<file path="src/rtl/assert_macros.svh">
// Assertion macros used by the binary-lifting LCA engine RTL.
`ifndef ASSERT_MACROS_SVH
`define ASSERT_MACROS_SVH

// Plain property, sampled on clk, ignored while rst_n is low.
`define BL_ASSERT(lbl, prop, msg) \
    lbl: assert property (@(posedge clk) disable iff (!rst_n) (prop)) else $error(msg);

// Trigger on one edge, check the consequent on the next edge.
`define BL_ASSERT_NEXT(lbl, pre, post, msg) \
    lbl: assert property (@(posedge clk) disable iff (!rst_n) (pre) |=> (post)) else $error(msg);

`endif

</file>
<file path="src/rtl/bllca_pkg.sv">
// Shared types and constants of the binary-lifting LCA engine.
package bllca_pkg;

    localparam int NODE_W      = 10;   // node number on the ports
    localparam int DEPTH_W     = 11;   // stored depth
    localparam int DSUM_W      = 18;   // depth plus largest jump span
    localparam int SHIFT_W     = 5;    // jump level as a shift count
    localparam int IN_TDATA_W  = 24;
    localparam int OUT_TDATA_W = 16;

    localparam logic [DEPTH_W-1:0] DEPTH_MAX = 11'd2047;

    typedef enum logic [1:0] {
        STEP_ORDER = 2'd0,   // hit when depth u < depth v
        STEP_LIFT  = 2'd1,   // hit when depth u >= depth v + 2^level
        STEP_CLIMB = 2'd2    // hit when the two ancestors differ
    } step_mode_t;

    typedef struct packed {
        step_mode_t         mode;
        logic [SHIFT_W-1:0] shift;
    } step_ctl_t;

endpackage

</file>
<file path="src/rtl/bllca_step_unit.sv">
// Shared compare unit: depth order, lift test and ancestor mismatch.
module bllca_step_unit (
    input  bllca_pkg::step_ctl_t                 ctl,
    input  logic [bllca_pkg::DEPTH_W-1:0]        du,
    input  logic [bllca_pkg::DEPTH_W-1:0]        dv,
    input  logic [bllca_pkg::NODE_W-1:0]         ju,
    input  logic [bllca_pkg::NODE_W-1:0]         jv,
    output logic                                 hit
);

    localparam int DW = bllca_pkg::DSUM_W;

    logic [DW-1:0] op_a;
    logic [DW-1:0] op_b;
    logic          ge;
    logic          eq;

    always_comb
    begin
        op_a = '0;
        op_b = '0;
        unique case (ctl.mode)
            bllca_pkg::STEP_ORDER:
            begin
                op_a = DW'(du);
                op_b = DW'(dv);
            end
            bllca_pkg::STEP_LIFT:
            begin
                op_a = DW'(du);
                op_b = DW'(dv) + (DW'(1) << ctl.shift);
            end
            bllca_pkg::STEP_CLIMB:
            begin
                op_a = DW'(ju);
                op_b = DW'(jv);
            end
            default:
            begin
                op_a = '0;
                op_b = '0;
            end
        endcase
    end

    assign ge = (op_a >= op_b);
    assign eq = (op_a == op_b);

    always_comb
    begin
        unique case (ctl.mode)
            bllca_pkg::STEP_ORDER: hit = !ge;
            bllca_pkg::STEP_LIFT:  hit = ge;
            bllca_pkg::STEP_CLIMB: hit = !eq;
            default:               hit = 1'b0;
        endcase
    end

endmodule

</file>
<file path="config.mk">
export PLATFORM = sky130hd
export DESIGN_NAME = bllca_step_unit
export DESIGN_NICKNAME = d
export VERILOG_FILES = /design/src/rtl/assert_macros.svh /design/src/rtl/bllca_pkg.sv /design/src/rtl/bllca_step_unit.sv
export SDC_FILE = /design/constraint.sdc
export NUM_CORES = 1
export LEC_CHECK = 0
export ABC_AREA = 1
export BUFFER_PORTS_ARGS = -buffer_cell sky130_fd_sc_hd__buf_2
export CORE_MARGIN = 1
export CORE_UTILIZATION = 40
export DETAILED_ROUTE_END_ITERATION = 8
export PLACE_DENSITY = 0.78
export SETUP_SLACK_MARGIN = 0.15
export SYNTH_ARGS = -nofsm -noshare
export SYNTH_HDL_FRONTEND = slang
export SYNTH_SLANG_ARGS = --single-unit
export TNS_END_PERCENT = 20
</file>
<file path="constraint.sdc">
create_clock -name vclk -period 2.8
set_clock_uncertainty 0.05 [all_clocks]
set_input_delay 0.14 -clock vclk [all_inputs]
set_output_delay 0.14 -clock vclk [all_outputs]
set_load 0.03 [all_outputs]
</file>
==> impl_metrics.tcl <==
set metrics [dict create \
    run_status "finished with violations" \
    violations "negative setup slack" \
    tightestPinTransition_ns 0.296 \
    setup_ws_ns -0.456 \
    yosysSeqAreaShare_pct 0 \
    core_sq_mm 0.00308 \
    avgViaCountPerCell 4.95 \
    syn-cell-area_sq_mm 0.00131 \
    die_h_um 59.2 \
    synth_cell_types 32 \
    max-vdd-ir-drop_uv 69.8 \
    synth_top_cell_by_area "ha_1" \
    fmax_ghz 0.307 \
    finalCritPeriodShare_pct 116 \
    drive_gt1_share_pct 44.4 \
    crit_fanout 4 \
    design_area_sq_mm 0.00218 \
    worstSetupStartpointType "input port" \
    wl_mm 4.33 \
    finalPower_uw 317 \
    hp-class "input port to output pin" \
    rows 20 \
    wl_per_cell_um 11.8 \
    start_util_pct 42.5 \
    nets 398 \
    dieArea_sq_mm 0.00350 \
    syn_to_final_growth_pct 66.7 \
    grt_pass1_wl_mm 6.97 \
    finalSetupViolCount 1 \
    final_hold_viol_count 0 \
    die_w_um 59.2 \
    seqCellArea_sq_um 0 \
    yosysTopAreaCellShare_pct 21.0 \
    ys.warnings.count 0 \
    place_congestion 0.922 \
    dpl_cell_area_sq_mm 0.00195 \
    antenna_found_initial 0 \
    portBuffers 50 \
    rsz0062_at_grt "true" \
    design.seq.count 0 \
    grt_pass1_vias 1766 \
    drt-initial-drc-count 74 \
    dp_hpwl_mm 3.47 \
    syn_avg_cell_area_sq_um 5.72 \
    num_vias 1822 \
    antenna_left 0 \
    max_stage_delay_ns 0.37 \
    n_clock_buffer 0 \
    worstPathRequired_ns 2.61 \
    p_leak_uw 0.00120 \
    pre_cts_slack_ns -0.510 \
    synthCells 229 \
    finalMaxSlewViolations 0 \
    multiInputGateArea_sq_mm 0.00135 \
    post-route-util_pct 70.9 \
    postSynthNetCount 301 \
    n_antenna_cell 0 \
    grtUsageTotal_pct 25.4 \
    top_level_ports 50 \
    synthTopCellsByArea "ha_1, nand2_1, inv_1, nor2_1, a22o_1" \
    grt_max_degree 19 \
    grt.overflow.total 0 \
    power.density_mw_per_mm2 145 \
    path_class "input port to output pin" \
    dr.pass1.iters 4 \
    cp-end-kind "output pin" \
    hold_depth 4 \
    hold_buffers 0 \
    cp.arrival_ns 3.07 \
    maxCapViolations 0 \
    slew_headroom_pct 80.2 \
    min_period_ns 3.26 \
    cpMaxStageDelayCell "fa_2" \
    holdWs_ns 0.773 \
    drc 0 \
    nFillCells 280 \
]
-- placed cells by master (no fill, tap or decap), drive strengths merged, types with 2 or more instances in the layout --
cell type	n
o21ai	3
a221oi	4
inv	35
nand3b	2
ha	22
nand4	2
nor3	3
a21oi	13
buf	99
nand3	17
a22o	11
nand2	66
xnor2	3
nor4	3
xor2	3
nor2	30
-- critical path, delay by kind of cell --
kind | cells | cell delay [ns]
AND/OR/NAND/NOR | 14 | 1.28
adder cells (fa/ha/maj) | 3 | 0.81
AO/OA/AOI/OAI | 3 | 0.42
buffers and inverters | 4 | 0.35
XOR/XNOR | 1 | 0.06
-- metrics by stage --
stage / cells / TNS (ns)
2_1_floorplan: 229 / -0.0370
3_3_place_gp: 364 / -0.468
3_5_place_dp: 364 / -0.510
4_1_cts: 368 / -0.356
5_1_grt: 368 / -0.657
6_report: 368 / -0.456
-- where the power goes --
| group | leakage [uW] | switching, uW | internal [uW] |
|---|---|---|---|
| combinational | 0.00120 | 163 | 154 |
| clock | 0 | 0 | 0 |
| sequential | 0 | 0 | 0 |
| total | 0.00120 | 163 | 154 |
-- synthesized netlist by cell type, types with 2 or more instances --
library cell,instances
ha_1,22
nor4_1,3
nor2_2,2
xor2_1,3
nor2_1,28
inv_1,35
nand2_2,3
xnor2_1,3
o21ai_0,2
nand3b_1,2
nand2_1,62
a21oi_1,11
a22o_1,11
a221oi_1,4
nand4_1,2
nand3_1,16
clkbuf_1,3
nor3_1,3
-- worst paths after layout --
kind	slack [ns]	startpoint	end
setup / recovery	-0.46	ctl[0]	hit
hold / removal	0.77	ctl[5]	hit
-- repair_timing --
action / CTS / global route
pin swaps: 8 / 18
gates cloned: 0 / 0
resized for setup: 22 / 26
endpoints found under the hold margin: 0 / 0
endpoints found under the setup margin: 1 / 1
buffers inserted: 4 / 0
-- cells by family after synthesis --
logic type	count (synthesis)	synth area share (%)
adder cells (fa/ha/maj)	23	22.6
XOR/XNOR	6	4.02
AO/OA/AOI/OAI	37	21.0
buffers and inverters	39	11.3
AND/OR/NAND/NOR	124	41.1
-- final cells by class --
cell class	count	share of cell area, %
Timing Repair Buffer	99	29.5
Tap cell	44	2.52
Multi-Input combinational cell	190	61.8
Inverter	35	6.25
-- routing by layer --
metal / wire length [um] / up-vias / share of wire, % / GRT usage, %
li1: - / 960 / - / -
met1: 1830 / 792 / 42 / 28.3
met2: 2170 / 56 / 50 / 47.5
met3: 213 / 14 / 4.9 / 3.49
met4: 117 / 0 / 2.7 / 10.2
met5: 0 / - / 0 / 0
Power figures use the tool's default switching activity.
